`src/rtl/pmdq_pkg.sv`:
```
// Shared types and constants for the partitioned multi-deque.
// No dependencies; imported by every module of the block.
`timescale 1ns / 1ps

package pmdq_pkg;

  localparam int NUM_QUEUES_DEF      = 4;
  localparam int SLOTS_PER_QUEUE_DEF = 8;
  localparam int DATA_WIDTH_DEF      = 32;

  localparam int FUNC_W = 2;
  localparam int QSEL_W = 2;
  localparam int ITEM_W = 32;
  localparam int STAT_W = 2;
  localparam int OCC_W  = 4;

  typedef enum logic [FUNC_W-1:0] {
    OP_PUSH_REAR  = 2'd0,
    OP_PUSH_FRONT = 2'd1,
    OP_POP_REAR   = 2'd2,
    OP_POP_FRONT  = 2'd3
  } func_e;

  typedef enum logic [STAT_W-1:0] {
    ST_DONE      = 2'd0,
    ST_OVERFLOW  = 2'd1,
    ST_UNDERFLOW = 2'd2
  } status_e;

  typedef struct packed {
    status_e status;
    logic    wr_en;
    logic    front_hit;
    logic    rear_hit;
    logic    empty;
    logic    full;
  } flags_t;

endpackage

```
`src/rtl/pmdq_store.sv`:
```
// Slot store: one write port, two registered read ports.
// Depends on pmdq_pkg for default sizes only.
`timescale 1ns / 1ps

module pmdq_store #(
  parameter int DEPTH      = pmdq_pkg::NUM_QUEUES_DEF * pmdq_pkg::SLOTS_PER_QUEUE_DEF,
  parameter int DATA_WIDTH = pmdq_pkg::DATA_WIDTH_DEF,
  parameter int AW         = $clog2(DEPTH)
) (
  input  logic                  clk_i,
  input  logic                  we_i,
  input  logic [AW-1:0]         wr_addr_i,
  input  logic [DATA_WIDTH-1:0] wr_data_i,
  input  logic                  rd_en_i,
  input  logic [AW-1:0]         rd_addr_a_i,
  input  logic [AW-1:0]         rd_addr_b_i,
  output logic [DATA_WIDTH-1:0] rd_data_a_o,
  output logic [DATA_WIDTH-1:0] rd_data_b_o
);
  import pmdq_pkg::*;

  logic [DATA_WIDTH-1:0] mem [DEPTH];
  logic [DATA_WIDTH-1:0] rd_a_q;
  logic [DATA_WIDTH-1:0] rd_b_q;

  always_ff @(posedge clk_i) begin
    if (we_i) begin
      mem[wr_addr_i] <= wr_data_i;
    end
  end

  always_ff @(posedge clk_i) begin
    if (rd_en_i) begin
      rd_a_q <= mem[rd_addr_a_i];
      rd_b_q <= mem[rd_addr_b_i];
    end
  end

  assign rd_data_a_o = rd_a_q;
  assign rd_data_b_o = rd_b_q;

endmodule

```
`src/rtl/pmdq_ctrl.sv`:
```
// Per-queue front/rear/count registers and the operation decode.
// Depends on pmdq_pkg (func_e, status_e, flags_t).
`timescale 1ns / 1ps

module pmdq_ctrl #(
  parameter int NUM_QUEUES      = pmdq_pkg::NUM_QUEUES_DEF,
  parameter int SLOTS_PER_QUEUE = pmdq_pkg::SLOTS_PER_QUEUE_DEF,
  parameter int AW              = $clog2(NUM_QUEUES * SLOTS_PER_QUEUE)
) (
  input  logic                        clk_i,
  input  logic                        rst_ni,
  input  logic                        commit_i,
  input  logic [pmdq_pkg::FUNC_W-1:0] func_i,
  input  logic [pmdq_pkg::QSEL_W-1:0] qsel_i,
  output pmdq_pkg::flags_t            flags_o,
  output logic [pmdq_pkg::OCC_W-1:0]  occupancy_o,
  output logic [AW-1:0]               wr_addr_o,
  output logic [AW-1:0]               front_addr_o,
  output logic [AW-1:0]               rear_addr_o
);
  import pmdq_pkg::*;

  localparam int QW = (NUM_QUEUES > 1) ? $clog2(NUM_QUEUES) : 1;
  localparam int PW = $clog2(SLOTS_PER_QUEUE);
  localparam int CW = $clog2(SLOTS_PER_QUEUE + 1);
  localparam logic [PW-1:0] LAST_OFF = PW'(SLOTS_PER_QUEUE - 1);
  localparam logic [CW-1:0] FULL_CNT = CW'(SLOTS_PER_QUEUE);

  logic [PW-1:0] front_q [NUM_QUEUES];
  logic [PW-1:0] rear_q  [NUM_QUEUES];
  logic [CW-1:0] count_q [NUM_QUEUES];

  logic [QW-1:0] q_idx;
  logic [PW-1:0] cur_f, cur_r, front_d, rear_d, wr_off;
  logic [CW-1:0] cur_n, count_d;
  logic          wr_en;
  status_e       status;
  logic [AW-1:0] base;

  always_comb begin
    logic [QSEL_W-1:0] qs;
    qs = qsel_i;
    for (int i = 0; i < 3; i++) begin
      if (int'(qs) >= NUM_QUEUES) begin
        qs = qs - QSEL_W'(NUM_QUEUES);
      end
    end
    q_idx = QW'(qs);
  end

  assign cur_f = front_q[q_idx];
  assign cur_r = rear_q[q_idx];
  assign cur_n = count_q[q_idx];

  always_comb begin
    front_d = cur_f;
    rear_d  = cur_r;
    count_d = cur_n;
    wr_en   = 1'b0;
    wr_off  = '0;
    status  = ST_DONE;
    case (func_e'(func_i))
      OP_PUSH_REAR, OP_PUSH_FRONT: begin
        if (cur_n == FULL_CNT) begin
          status = ST_OVERFLOW;
        end else if (cur_n == '0) begin
          front_d = '0;
          rear_d  = '0;
          count_d = CW'(1);
          wr_en   = 1'b1;
        end else begin
          wr_en   = 1'b1;
          count_d = cur_n + CW'(1);
          if (func_e'(func_i) == OP_PUSH_REAR) begin
            rear_d = (cur_r == LAST_OFF) ? '0 : cur_r + PW'(1);
            wr_off = rear_d;
          end else begin
            front_d = (cur_f == '0) ? LAST_OFF : cur_f - PW'(1);
            wr_off  = front_d;
          end
        end
      end
      OP_POP_REAR, OP_POP_FRONT: begin
        if (cur_n == '0) begin
          status = ST_UNDERFLOW;
        end else if (cur_n == CW'(1)) begin
          front_d = '0;
          rear_d  = '0;
          count_d = '0;
        end else begin
          count_d = cur_n - CW'(1);
          if (func_e'(func_i) == OP_POP_REAR) begin
            rear_d = (cur_r == '0) ? LAST_OFF : cur_r - PW'(1);
          end else begin
            front_d = (cur_f == LAST_OFF) ? '0 : cur_f + PW'(1);
          end
        end
      end
      default: begin
        status = ST_DONE;
      end
    endcase
  end

  always_ff @(posedge clk_i or negedge rst_ni) begin
    if (!rst_ni) begin
      for (int i = 0; i < NUM_QUEUES; i++) begin
        front_q[i] <= '0;
        rear_q[i]  <= '0;
        count_q[i] <= '0;
      end
    end else if (commit_i) begin
      front_q[q_idx] <= front_d;
      rear_q[q_idx]  <= rear_d;
      count_q[q_idx] <= count_d;
    end
  end

  assign base = AW'(AW'(q_idx) * AW'(SLOTS_PER_QUEUE));

  assign wr_addr_o    = base + AW'(wr_off);
  assign front_addr_o = base + AW'(front_d);
  assign rear_addr_o  = base + AW'(rear_d);
  assign occupancy_o  = OCC_W'(count_d);

  assign flags_o.status    = status;
  assign flags_o.wr_en     = wr_en;
  assign flags_o.front_hit = wr_en && (wr_off == front_d);
  assign flags_o.rear_hit  = wr_en && (wr_off == rear_d);
  assign flags_o.empty     = (count_d == '0);
  assign flags_o.full      = (count_d == FULL_CNT);

endmodule

```
`src/rtl/partitioned_multi_deque.sv`:
```
// Usage notes
// Top level of the partitioned multi-deque: input and result registers around
// the pointer control (pmdq_ctrl) and the slot store (pmdq_store); uses pmdq_pkg.
// Input channel: in_valid_i/in_ready_o carry func_i (push rear, push front,
// pop rear, pop front), queue_select_i and item_value_i (ignored for pops).
// Result channel: out_valid_o/out_ready_i carry the status (done, overflow,
// underflow) and the queue's front and rear values, empty and full flags and
// occupancy after the operation; values read as zero on an empty queue.
// queue_select_i is taken modulo NUM_QUEUES.
// Each operation passes the input register, then the result register.
// Throughput: one operation per cycle unless the result channel stalls; the
// pointer update and the store write of one operation complete in the cycle it
// moves to the result register, so the next operation sees them without waiting.
// Stall: while a result waits, one more operation is held in the input
// register; in_ready_o drops once both are occupied.
// Reset: all queues empty, pointers at offset zero, both registers empty; no
// clearing pass, store slots are only used after being written.
`timescale 1ns / 1ps

module partitioned_multi_deque #(
  parameter int NUM_QUEUES      = pmdq_pkg::NUM_QUEUES_DEF,
  parameter int SLOTS_PER_QUEUE = pmdq_pkg::SLOTS_PER_QUEUE_DEF,
  parameter int DATA_WIDTH      = pmdq_pkg::DATA_WIDTH_DEF
) (
  input  logic                               clk_i,
  input  logic                               rst_ni,
  input  logic                               in_valid_i,
  output logic                               in_ready_o,
  input  logic [pmdq_pkg::FUNC_W-1:0]        func_i,
  input  logic [pmdq_pkg::QSEL_W-1:0]        queue_select_i,
  input  logic signed [pmdq_pkg::ITEM_W-1:0] item_value_i,
  output logic                               out_valid_o,
  input  logic                               out_ready_i,
  output logic [pmdq_pkg::STAT_W-1:0]        status_o,
  output logic signed [pmdq_pkg::ITEM_W-1:0] front_value_o,
  output logic signed [pmdq_pkg::ITEM_W-1:0] rear_value_o,
  output logic                               queue_empty_o,
  output logic                               queue_full_o,
  output logic [pmdq_pkg::OCC_W-1:0]         occupancy_o
);
  import pmdq_pkg::*;

  localparam int DEPTH = NUM_QUEUES * SLOTS_PER_QUEUE;
  localparam int AW    = $clog2(DEPTH);

  logic                     a_valid_q;
  logic [FUNC_W-1:0]        a_func_q;
  logic [QSEL_W-1:0]        a_qsel_q;
  logic signed [ITEM_W-1:0] a_val_q;

  logic                     out_valid_q;
  flags_t                   flags_q;
  logic [OCC_W-1:0]         occ_q;
  logic signed [ITEM_W-1:0] byp_q;

  logic                         advance;
  logic                         res_free;
  flags_t                       flags_d;
  logic [OCC_W-1:0]             occ_d;
  logic [AW-1:0]                wr_addr, front_addr, rear_addr;
  logic signed [DATA_WIDTH-1:0] wr_data;
  logic signed [DATA_WIDTH-1:0] rd_front, rd_rear;

  assign res_free   = !out_valid_q || out_ready_i;
  assign advance    = a_valid_q && res_free;
  assign in_ready_o = !a_valid_q || res_free;
  assign wr_data    = DATA_WIDTH'(a_val_q);

  always_ff @(posedge clk_i or negedge rst_ni) begin
    if (!rst_ni) begin
      a_valid_q <= 1'b0;
    end else if (in_ready_o) begin
      a_valid_q <= in_valid_i;
    end
  end

  always_ff @(posedge clk_i) begin
    if (in_valid_i && in_ready_o) begin
      a_func_q <= func_i;
      a_qsel_q <= queue_select_i;
      a_val_q  <= item_value_i;
    end
  end

  pmdq_ctrl #(
    .NUM_QUEUES      (NUM_QUEUES),
    .SLOTS_PER_QUEUE (SLOTS_PER_QUEUE),
    .AW              (AW)
  ) u_ctrl (
    .clk_i        (clk_i),
    .rst_ni       (rst_ni),
    .commit_i     (advance),
    .func_i       (a_func_q),
    .qsel_i       (a_qsel_q),
    .flags_o      (flags_d),
    .occupancy_o  (occ_d),
    .wr_addr_o    (wr_addr),
    .front_addr_o (front_addr),
    .rear_addr_o  (rear_addr)
  );

  pmdq_store #(
    .DEPTH      (DEPTH),
    .DATA_WIDTH (DATA_WIDTH),
    .AW         (AW)
  ) u_store (
    .clk_i       (clk_i),
    .we_i        (advance && flags_d.wr_en),
    .wr_addr_i   (wr_addr),
    .wr_data_i   (wr_data),
    .rd_en_i     (advance),
    .rd_addr_a_i (front_addr),
    .rd_addr_b_i (rear_addr),
    .rd_data_a_o (rd_front),
    .rd_data_b_o (rd_rear)
  );

  always_ff @(posedge clk_i or negedge rst_ni) begin
    if (!rst_ni) begin
      out_valid_q <= 1'b0;
    end else if (res_free) begin
      out_valid_q <= a_valid_q;
    end
  end

  always_ff @(posedge clk_i) begin
    if (advance) begin
      flags_q <= flags_d;
      occ_q   <= occ_d;
      byp_q   <= ITEM_W'(wr_data);
    end
  end

  // a slot written by this transfer is taken from the bypass, not the store
  assign out_valid_o   = out_valid_q;
  assign status_o      = flags_q.status;
  assign queue_empty_o = flags_q.empty;
  assign queue_full_o  = flags_q.full;
  assign occupancy_o   = occ_q;
  assign front_value_o = flags_q.empty     ? '0    :
                         flags_q.front_hit ? byp_q : ITEM_W'(rd_front);
  assign rear_value_o  = flags_q.empty     ? '0    :
                         flags_q.rear_hit  ? byp_q : ITEM_W'(rd_rear);

`ifndef SYNTH
  a_full_not_empty: assert property (@(posedge clk_i) disable iff (!rst_ni)
    out_valid_o |-> !(queue_full_o && queue_empty_o))
    else $error("queue reported both full and empty");

  a_overflow_full: assert property (@(posedge clk_i) disable iff (!rst_ni)
    (out_valid_o && status_o == ST_OVERFLOW) |-> queue_full_o)
    else $error("overflow on a queue that is not full");

  a_underflow_empty: assert property (@(posedge clk_i) disable iff (!rst_ni)
    (out_valid_o && status_o == ST_UNDERFLOW) |-> queue_empty_o)
    else $error("underflow on a queue that is not empty");

  a_occ_range: assert property (@(posedge clk_i) disable iff (!rst_ni)
    out_valid_o |-> (int'(occupancy_o) <= SLOTS_PER_QUEUE || SLOTS_PER_QUEUE > 15))
    else $error("occupancy beyond partition size");
`endif

endmodule

```
`config.mk`:
```
export PLATFORM = sky130hd
export DESIGN_NAME = partitioned_multi_deque
export DESIGN_NICKNAME = d
export VERILOG_FILES = /design/src/rtl/pmdq_pkg.sv /design/src/rtl/pmdq_store.sv /design/src/rtl/pmdq_ctrl.sv /design/src/rtl/partitioned_multi_deque.sv
export SDC_FILE = /design/constraint.sdc
export NUM_CORES = 2
export LEC_CHECK = 0
export BUFFER_PORTS_ARGS = -buffer_cell sky130_fd_sc_hd__clkbuf_2
export CAP_MARGIN = 20
export CORE_AREA = 2 2 474 476
export CTS_BUF_LIST = sky130_fd_sc_hd__clkbuf_4 sky130_fd_sc_hd__clkbuf_8
export DETAILED_ROUTE_END_ITERATION = 10
export DIE_AREA = 0 0 476 478
export PLACE_DENSITY = 0.36
export SLEW_MARGIN = 0
export SYNTH_ARGS = -nofsm -noshare
export SYNTH_HDL_FRONTEND = slang
export SYNTH_SLANG_ARGS = --single-unit
```
`constraint.sdc`:
```
create_clock -name clk_i -period 8.8 [get_ports clk_i]
set_input_delay 1.76 -clock clk_i [delete_from_list [all_inputs] [get_ports clk_i]]
set_output_delay 1.76 -clock clk_i [all_outputs]
set_load 0.05 [all_outputs]
```
# ---- After elaboration in Yosys (flattened, before gate mapping)
# Memory sizes are Yosys's and may differ from the RTL's. A register that Yosys moved wholly into a read port is not among the register bits.
# Index checks and enable logic that the tools add are counted.
dict set report totals {
  inputBits 40
  out_inout_bits 74
  elab_cells 118
  ram_bits 1024
  reg_bits 120
  memories 1
}
# name depth width rd rd_ports_with_merged_regs wr line_no
set memory_table {}
lappend memory_table {u_store.mem 32 32 2 2 1 pmdq_store.sv:22} ;# logic [DATA_WIDTH-1:0] mem [DEPTH];
dict set report classes {
  bitwise 1
  n_addsub 9
  n_reduce_logical 17
  n_eq_ne 10
  order_cmp 2
  muxes 54
}
# cell count
set op_table {}
lappend op_table {{2-to-1 mux 32 bit} 4}
lappend op_table {{2-to-1 mux 3 bit} 25}
lappend op_table {{2-to-1 mux 4 bit} 7}
lappend op_table {{bitwise mux 12 bit} 2}
lappend op_table {{bitwise mux 16 bit} 1}
lappend op_table {{adder 5 x 3 -> 5 bit} 3}
lappend op_table {{binary-select mux 3 bit (select 2 bit)} 2}
lappend op_table {{one-hot mux 3 bit (2 select lines)} 2}
lappend op_table {{binary-select mux 4 bit (select 2 bit)} 1}
lappend op_table {{demux 4 bit (select 2 bit)} 1}
lappend op_table {{== test 4 bit, second input constant} 2}
lappend op_table {{zero test 4 bit} 2}
lappend op_table {{one-hot mux 4 bit (2 select lines)} 1}
lappend op_table {{adder 3 x 1 -> 3 bit, second input constant} 2}
lappend op_table {{demux 3 bit (select 2 bit)} 1}
lappend op_table {{== test 3 bit} 2}
lappend op_table {{== test 3 bit, second input constant} 2}
lappend op_table {{logical AND 1 bit} 6}
lappend op_table {{zero test 3 bit} 2}
lappend op_table {{subtractor 3 x 1 -> 3 bit, second input constant} 2}
lappend op_table {{2-to-1 mux 1 bit} 5}
lappend op_table {{adder 4 x 1 -> 4 bit, second input constant} 1}
lappend op_table {{== test 2 bit, second input constant} 2}
lappend op_table {{== test 4 x 1 -> 1 bit, second input constant} 1}
lappend op_table {{11 further kinds} 14}

# ---- Depth between registers and ports, before layout
dict set report logic_depth {
  depth_word 12
  ltp_mapped 18
  mapped_depth_nobuf 12
}

# ---- Cells and area by module
# A second synthesis with hierarchy kept.
dict set report unflattened {
  cells_unflattened 3967
  area_unflattened_um2 56859.5
}
# module area_per_inst_um2 cells_per_inst instances seq_area_each_um2
set by_module_without_submodules {}
lappend by_module_without_submodules {pmdq_store 50711.1 3450 1 32671.3}
lappend by_module_without_submodules {partitioned_multi_deque 3510.9 232 1 2392.3}
lappend by_module_without_submodules {pmdq_ctrl 2637.5 285 1 1001.0}

# ---- Least setup slack after synthesis
# OpenSTA, ideal clock, no wires.
dict set report synth_timing {
  kind {in2reg}
  startpoint {input port out_ready_i}
  endpoint {memory u_store.mem[17][0] in the netlist's numbering (enable)}
  n_path_buf 1
  slack_ns -0.385
  t_arrival_ns 8.724
  required_ns 8.339
  stages 6
  setup_ns 0.461
  cell_sequence {nand2b_1 and2_1 clkbuf_1 nand2_1 or3_1 nor3_1}
}
dict set report synth_between {
  elab_chain_cells 5
}
# item line_no
set synth_rtl {}
lappend synth_rtl {{from (decl)} partitioned_multi_deque.sv:33} ;# input logic out_ready_i,
lappend synth_rtl {{logical OR 1 bit} partitioned_multi_deque.sv:64} ;# assign res_free = !out_valid_q || out_ready_i;
lappend synth_rtl {{logical AND 1 bit} partitioned_multi_deque.sv:65} ;# assign advance = a_valid_q && res_free;
lappend synth_rtl {{net advance} partitioned_multi_deque.sv:56} ;# logic advance;
lappend synth_rtl {{logical AND 1 bit} partitioned_multi_deque.sv:108} ;# .we_i (advance && flags_d.wr_en),
lappend synth_rtl {{2-to-1 mux 1 bit} pmdq_store.sv:27} ;# if (we_i) begin
lappend synth_rtl {{2-to-1 mux 1 bit (not written as such)} pmdq_store.sv:28} ;# mem[wr_addr_i] <= wr_data_i;
lappend synth_rtl {{to (decl)} pmdq_store.sv:22}
# The timed path passes the listed nets, and every way through them passes these cells.

# ---- Final worst setup path
dict set report layout_timing {
  startpoint {register a_qsel_q[0]}
  endpoint {register u_store.rd_a_q[22], in the netlist u_store.rd_data_a_o[22] (read register of u_store.mem), data pin}
}
dict set report layout_between {
  elab_chain_cells 11
  elab_cells_between_ends 24
  classes_between {add/sub (3); eq/ne (3); mux (15); bitwise (1); reduce/logical (2)}
}
# item line_no
set layout_rtl {}
lappend layout_rtl {{from (decl)} partitioned_multi_deque.sv:48} ;# logic [QSEL_W-1:0] a_qsel_q;
lappend layout_rtl {{from (signal assigned)} partitioned_multi_deque.sv:80} ;# a_qsel_q <= queue_select_i;
lappend layout_rtl {{inverter 2 -> 3 bit (not written as such)} {pmdq_ctrl.sv:51, pmdq_ctrl.sv:53}}
lappend layout_rtl {{binary-select mux 3 bit (select 2 bit)} pmdq_ctrl.sv:51} ;# assign cur_f = front_q[q_idx];
lappend layout_rtl {{2-to-1 mux 3 bit (not written as such) (2 in a row)} pmdq_ctrl.sv:51}
lappend layout_rtl {{adder 3 x 1 -> 3 bit, or another cell as far along} pmdq_ctrl.sv:95} ;# front_d = (cur_f == LAST_OFF) ? '0 : cur_f + PW'(1);
lappend layout_rtl {{2-to-1 mux 3 bit, on equally long branches} {pmdq_ctrl.sv:95, pmdq_ctrl.sv:78}}
lappend layout_rtl {{2-to-1 mux 3 bit, on equally long branches} {pmdq_ctrl.sv:92, pmdq_ctrl.sv:74}}
lappend layout_rtl {{2-to-1 mux 3 bit, on equally long branches} {pmdq_ctrl.sv:86, pmdq_ctrl.sv:66}}
lappend layout_rtl {{2-to-1 mux 3 bit, on equally long branches} {pmdq_ctrl.sv:84, pmdq_ctrl.sv:64}}
lappend layout_rtl {{one-hot mux 3 bit (2 select lines)} pmdq_ctrl.sv:62} ;# case (func_e'(func_i))
lappend layout_rtl {{adder 5 x 3 -> 5 bit *} pmdq_ctrl.sv:122} ;# assign front_addr_o = base + AW'(front_d);
lappend layout_rtl {{to (decl)} pmdq_store.sv:23} ;# logic [DATA_WIDTH-1:0] rd_a_q;
# Every way passes the cells marked *; elsewhere a longest branch is shown, timed or not. The select of a mux whose other input is x is not followed.
# A chain may end at the register's enable or synchronous reset.

==> insert_results.sql <==
INSERT INTO impl_metrics (metric_group, metric, value, unit) VALUES
('pwr', 'leakagePower', '22.59', 'nW'),
('placed_design', 'hpwl', '131300', 'um'),
('run_status', 'status', 'finished, final reports clean', ''),
('sta', 'finClkSkew', '63.40', 'ps'),
('clock_network', 'postCtsSetupRepairBufs', '0', ''),
('floorplanning', 'floorplan.die_area', '227500', 'sq um'),
('floorplanning', 'starting_density_of_the_core', '0.2478', ''),
('sta', 'finalHoldWorstSlack', '475.7', 'ps'),
('yosys', 'syn-num-nets', '3908', ''),
('pwr', 'power.ir.vdd_worst', '0.0002542', 'V'),
('clock_network', 'h-tree-depth', '4', ''),
('final_layout', 'drive_above_1_share', '0.1838', ''),
('critical_path', 'critical_path_peak_fanout', '49', ''),
('placed_design', 'routabilityCongestion', '0.7759', ''),
('critical_path', 'critical_path_startpoint', 'a_qsel_q[0]$_DFFE_PP_', ''),
('worst_hold_path', 'worst_hold_startpoint', 'u_ctrl.front_q[1]$_DFFE_PN0P_', ''),
('clock_network', 'cts_hold_buffers', '0', ''),
('floorplanning', 'num_rows', '174', ''),
('detailed_routing', 'detailedRoute.firstPassIterationCount', '8', ''),
('yosys', 'yosysTopAreaCell', 'sky130_fd_sc_hd__edfxtp_1', ''),
('placed_design', 'dpl_cell_area', '59940', 'sq um'),
('global_route', 'grt_pass1_wl', '311700', 'um'),
('detailed_routing', 'num_vias', '36821', ''),
('worst_hold_path', 'hold_path_class', 'reg -> reg', ''),
('clock_network', 'cts.sink_count', '1208', ''),
('placed_design', 'place.port_buffers', '113', ''),
('sta', 'report.final.hold_viol_count', '0', ''),
('yosys', 'ys_warn_count', '0', ''),
('clock_network', 'numCtsBuffers', '226', ''),
('clock_network', 'clkTransAtPathRegs', '60', 'ps'),
('sta', 'final-max-slew-violation-count', '0', ''),
('yosys', 'post_synth_inst_count', '3856', ''),
('sta', 'timing_worst_slew_pin_value', '1150', 'ps'),
('global_route', 'grt_start_max_net_pins', '130', ''),
('yosys', 'ys_async_sr_fraction', '0.03477', ''),
('detailed_routing', 'antenna_left', '0', ''),
('detailed_routing', 'initialDrtViolationCount', '3627', ''),
('detailed_routing', 'drc', '0', ''),
('clock_network', 'clock_insertion_delay_worst_skew', '1010', 'ps'),
('yosys', 'mappedNetlistArea', '55300', 'sq um'),
('floorplanning', 'dieWidth', '476', 'um'),
('pwr', 'power_density_normalized_to_cell_area', '328.4', 'nW/um^2'),
('yosys', 'yosysTopAreaCellShare', '0.6332', ''),
('critical_path', 'r2r_start', 'a_qsel_q[0]$_DFFE_PP_', ''),
('critical_path', 'startpoint_type', 'flip-flop', ''),
('yosys', 'yosys-top-cells-area', 'sky130_fd_sc_hd__edfxtp_1, sky130_fd_sc_hd__mux2i_1, sky130_fd_sc_hd__nand2_1', ''),
('detailed_routing', 'routed_via_density', '5.100', ''),
('placed_design', 'pre_cts_ws', '2737', 'ps'),
('critical_path', 'crit_type', 'reg -> reg', ''),
('clock_network', 'max-clock-path-buffers', '3', ''),
('final_layout', 'num-fill-cells', '22430', ''),
('sta', 'fin_setup_tns', '0', 'ps'),
('sta', 'finalWorstSetupSlack', '2702', 'ps'),
('sta', 'final.min_clock_period', '6098', 'ps'),
('global_route', 'grt_antenna_before_repair', '10', ''),
('detailed_routing', 'post_drt_wl_per_cell', '31.58', 'um'),
('critical_path', 'crit_required', '9480', 'ps'),
('yosys', 'avgSynthCellArea', '14.34', 'sq um'),
('job', 'timing.max_cap.violations', '0', ''),
('global_route', 'grt_overflow', '0', ''),
('yosys', 'postSynth.topFlopCell', 'sky130_fd_sc_hd__edfxtp_1', ''),
('final_layout', 'area_growth', '17.19', '%'),
('yosys', 'flop_and_latch_count_out_of_synthesis', '1208', ''),
('clock_network', 'cts.repair.resized', '0', ''),
('critical_path', 'crit_path_end_kind', 'flip-flop', ''),
('global_route', 'grt_pass1_vias', '37174', ''),
('final_layout', 'final_cell_area', '64800', 'sq um'),
('detailed_routing', 'drt_wl_total', '228000', 'um'),
('sta', 'layout_worst_path_cycle_share', '0.6929', ''),
('clock_network', 'tritoncts_clock_tree', 'yes', ''),
('yosys', 'synth-edff-count', '1166', '');
==> cells by family (layout without fill, tap and decap cells) <==
logic type      Yosys count  count (layout)  share of synthesized area
compound gates          663             663                    0.08639
xor+xnor                  6               6                  0.0009503
fa+ha+maj                12              12                   0.002715
buf+inv                 308             679                    0.02593
flops                  1208            1208                     0.6522
mux                     822             822                     0.1662
other cells               0               1                          0
simple gates            837             837                    0.06568
==> per-layer routing <==
layer  GRT usage  share of wire  wire length (um)  vias to the layer above
li1            -              -                 -                    15795
met1      0.2779           0.46            105200                    19463
met2      0.3075           0.46            104200                     1220
met3     0.03147          0.051             11570                      341
met4     0.06261          0.030              6927                        2
met5           0        0.00029                67                        -
==> critical path: stages, from the launching register on <==
cell and delay, ps:
sky130_fd_sc_hd__edfxtp_1 320, sky130_fd_sc_hd__buf_4 360, sky130_fd_sc_hd__mux4_2 630, sky130_fd_sc_hd__inv_1 150, sky130_fd_sc_hd__ha_1 280, sky130_fd_sc_hd__nor2b_1 230
sky130_fd_sc_hd__a22o_1 440, sky130_fd_sc_hd__nor2_1 70, sky130_fd_sc_hd__a221oi_1 370, sky130_fd_sc_hd__a21o_4 590, sky130_fd_sc_hd__buf_12 410, sky130_fd_sc_hd__buf_4 570
sky130_fd_sc_hd__mux2i_1 350, sky130_fd_sc_hd__o22ai_1 160, sky130_fd_sc_hd__nor4_1 570, sky130_fd_sc_hd__nand2_1 160
==> per-stage QoR <==
| stage | total power, W | cells | utilization |
|---|---|---|---|
| 2_1_floorplan | 0.01257 | 3856 | - |
| 3_3_place_gp | 0.01581 | 6781 | 0.2677 |
| 3_5_place_dp | 0.01577 | 6790 | 0.2686 |
| 4_1_cts | 0.02152 | 7209 | 0.2892 |
| 5_1_grt | 0.02222 | 7220 | 0.2904 |
| 6_report | 0.02128 | 7220 | 0.2904 |
==> layout by cell type, fill, tap and decap left out, types with 55 or more instances in the layout <==
master	netlist	routed
sky130_fd_sc_hd__nor4_1	66	66
sky130_fd_sc_hd__o211ai_1	65	65
sky130_fd_sc_hd__a32oi_1	95	95
sky130_fd_sc_hd__clkbuf_8	0	235
sky130_fd_sc_hd__o22ai_1	253	253
sky130_fd_sc_hd__clkbuf_4	0	69
sky130_fd_sc_hd__edfxtp_1	1166	1166
sky130_fd_sc_hd__nor2_1	121	85
sky130_fd_sc_hd__buf_4	12	104
sky130_fd_sc_hd__clkinv_1	1	59
sky130_fd_sc_hd__mux4_2	76	76
sky130_fd_sc_hd__nand3_1	82	74
sky130_fd_sc_hd__nand2_1	478	476
sky130_fd_sc_hd__a31oi_1	63	63
sky130_fd_sc_hd__a2111oi_0	55	55
sky130_fd_sc_hd__clkbuf_2	0	113
sky130_fd_sc_hd__mux2i_1	738	738
==> final timing paths <==
check | endpoint | slack [ps] | cells after the start
max | u_store.rd_data_a_o[22]$_DFFE_PP_ | 2700 | 15
min | u_ctrl.front_q[1]$_DFFE_PN0P_ | 480 | 2
max reg2reg | u_store.rd_data_a_o[22]$_DFFE_PP_ | 2700 | 15
min reg2reg | u_ctrl.front_q[1]$_DFFE_PN0P_ | 480 | 2
max in group asynchronous | u_ctrl.rear_q[10]$_DFFE_PN0P_ | 7500 | 2
min in group asynchronous | u_ctrl.front_q[4]$_DFFE_PN0P_ | 860 | 2
==> sequential cells by signal (all words and copies together) (netlist names) <==
register,count
u_store.mem,1024
a_val_q,32
byp_q,32
u_store.rd_data_a_o,32
u_store.rd_data_b_o,32
u_ctrl.count_q,16
u_ctrl.front_q,12
u_ctrl.rear_q,12
occupancy_o,4
a_func_q,2
a_qsel_q,2
flags_q,2
status_o,2
a_valid_q,1
out_valid_o,1
queue_empty_o,1
queue_full_o,1
==> synthesized netlist by cell type, drive strengths merged, types with 5 or more instances <==
master,number
edfxtp,1166
mux2i,738
nand2,478
o22ai,253
clkbuf,160
buf,136
nor2,121
a32oi,95
nand3,82
mux4,76
nor4,66
o211ai,65
a2111oi,63
a31oi,63
dfrtp,42
o21ai,38
and2,36
a32o,32
a21oi,21
ha,12
inv,11
nor3,10
or3,9
mux2,8
nand2b,8
or2,8
nand4,6
nor2b,5
o31ai,5
xnor2,5
==> where the power goes <==
part	leakage [nW]	total (W)	switching (W)	internal [W]
logic	9.08	0.00864	0.00585	0.00279
clock network	2.42	0.00566	0.00260	0.00306
registers	11.1	0.00698	0.000215	0.00677
==> layout make-up <==
cell class              instances  area [sq um]  area share
diodes                          1         2.502  0.00003862
clock buffers                 304          3752     0.05790
clock inverters               115         834.6     0.01288
inverters                      12         45.04   0.0006951
multi-input cells            2340         18300      0.2823
flip-flops and latches       1208         36060      0.5565
well taps                    2992          3744     0.05777
repair buffers                248          2066     0.03188
Power figures use the tool's default switching activity.
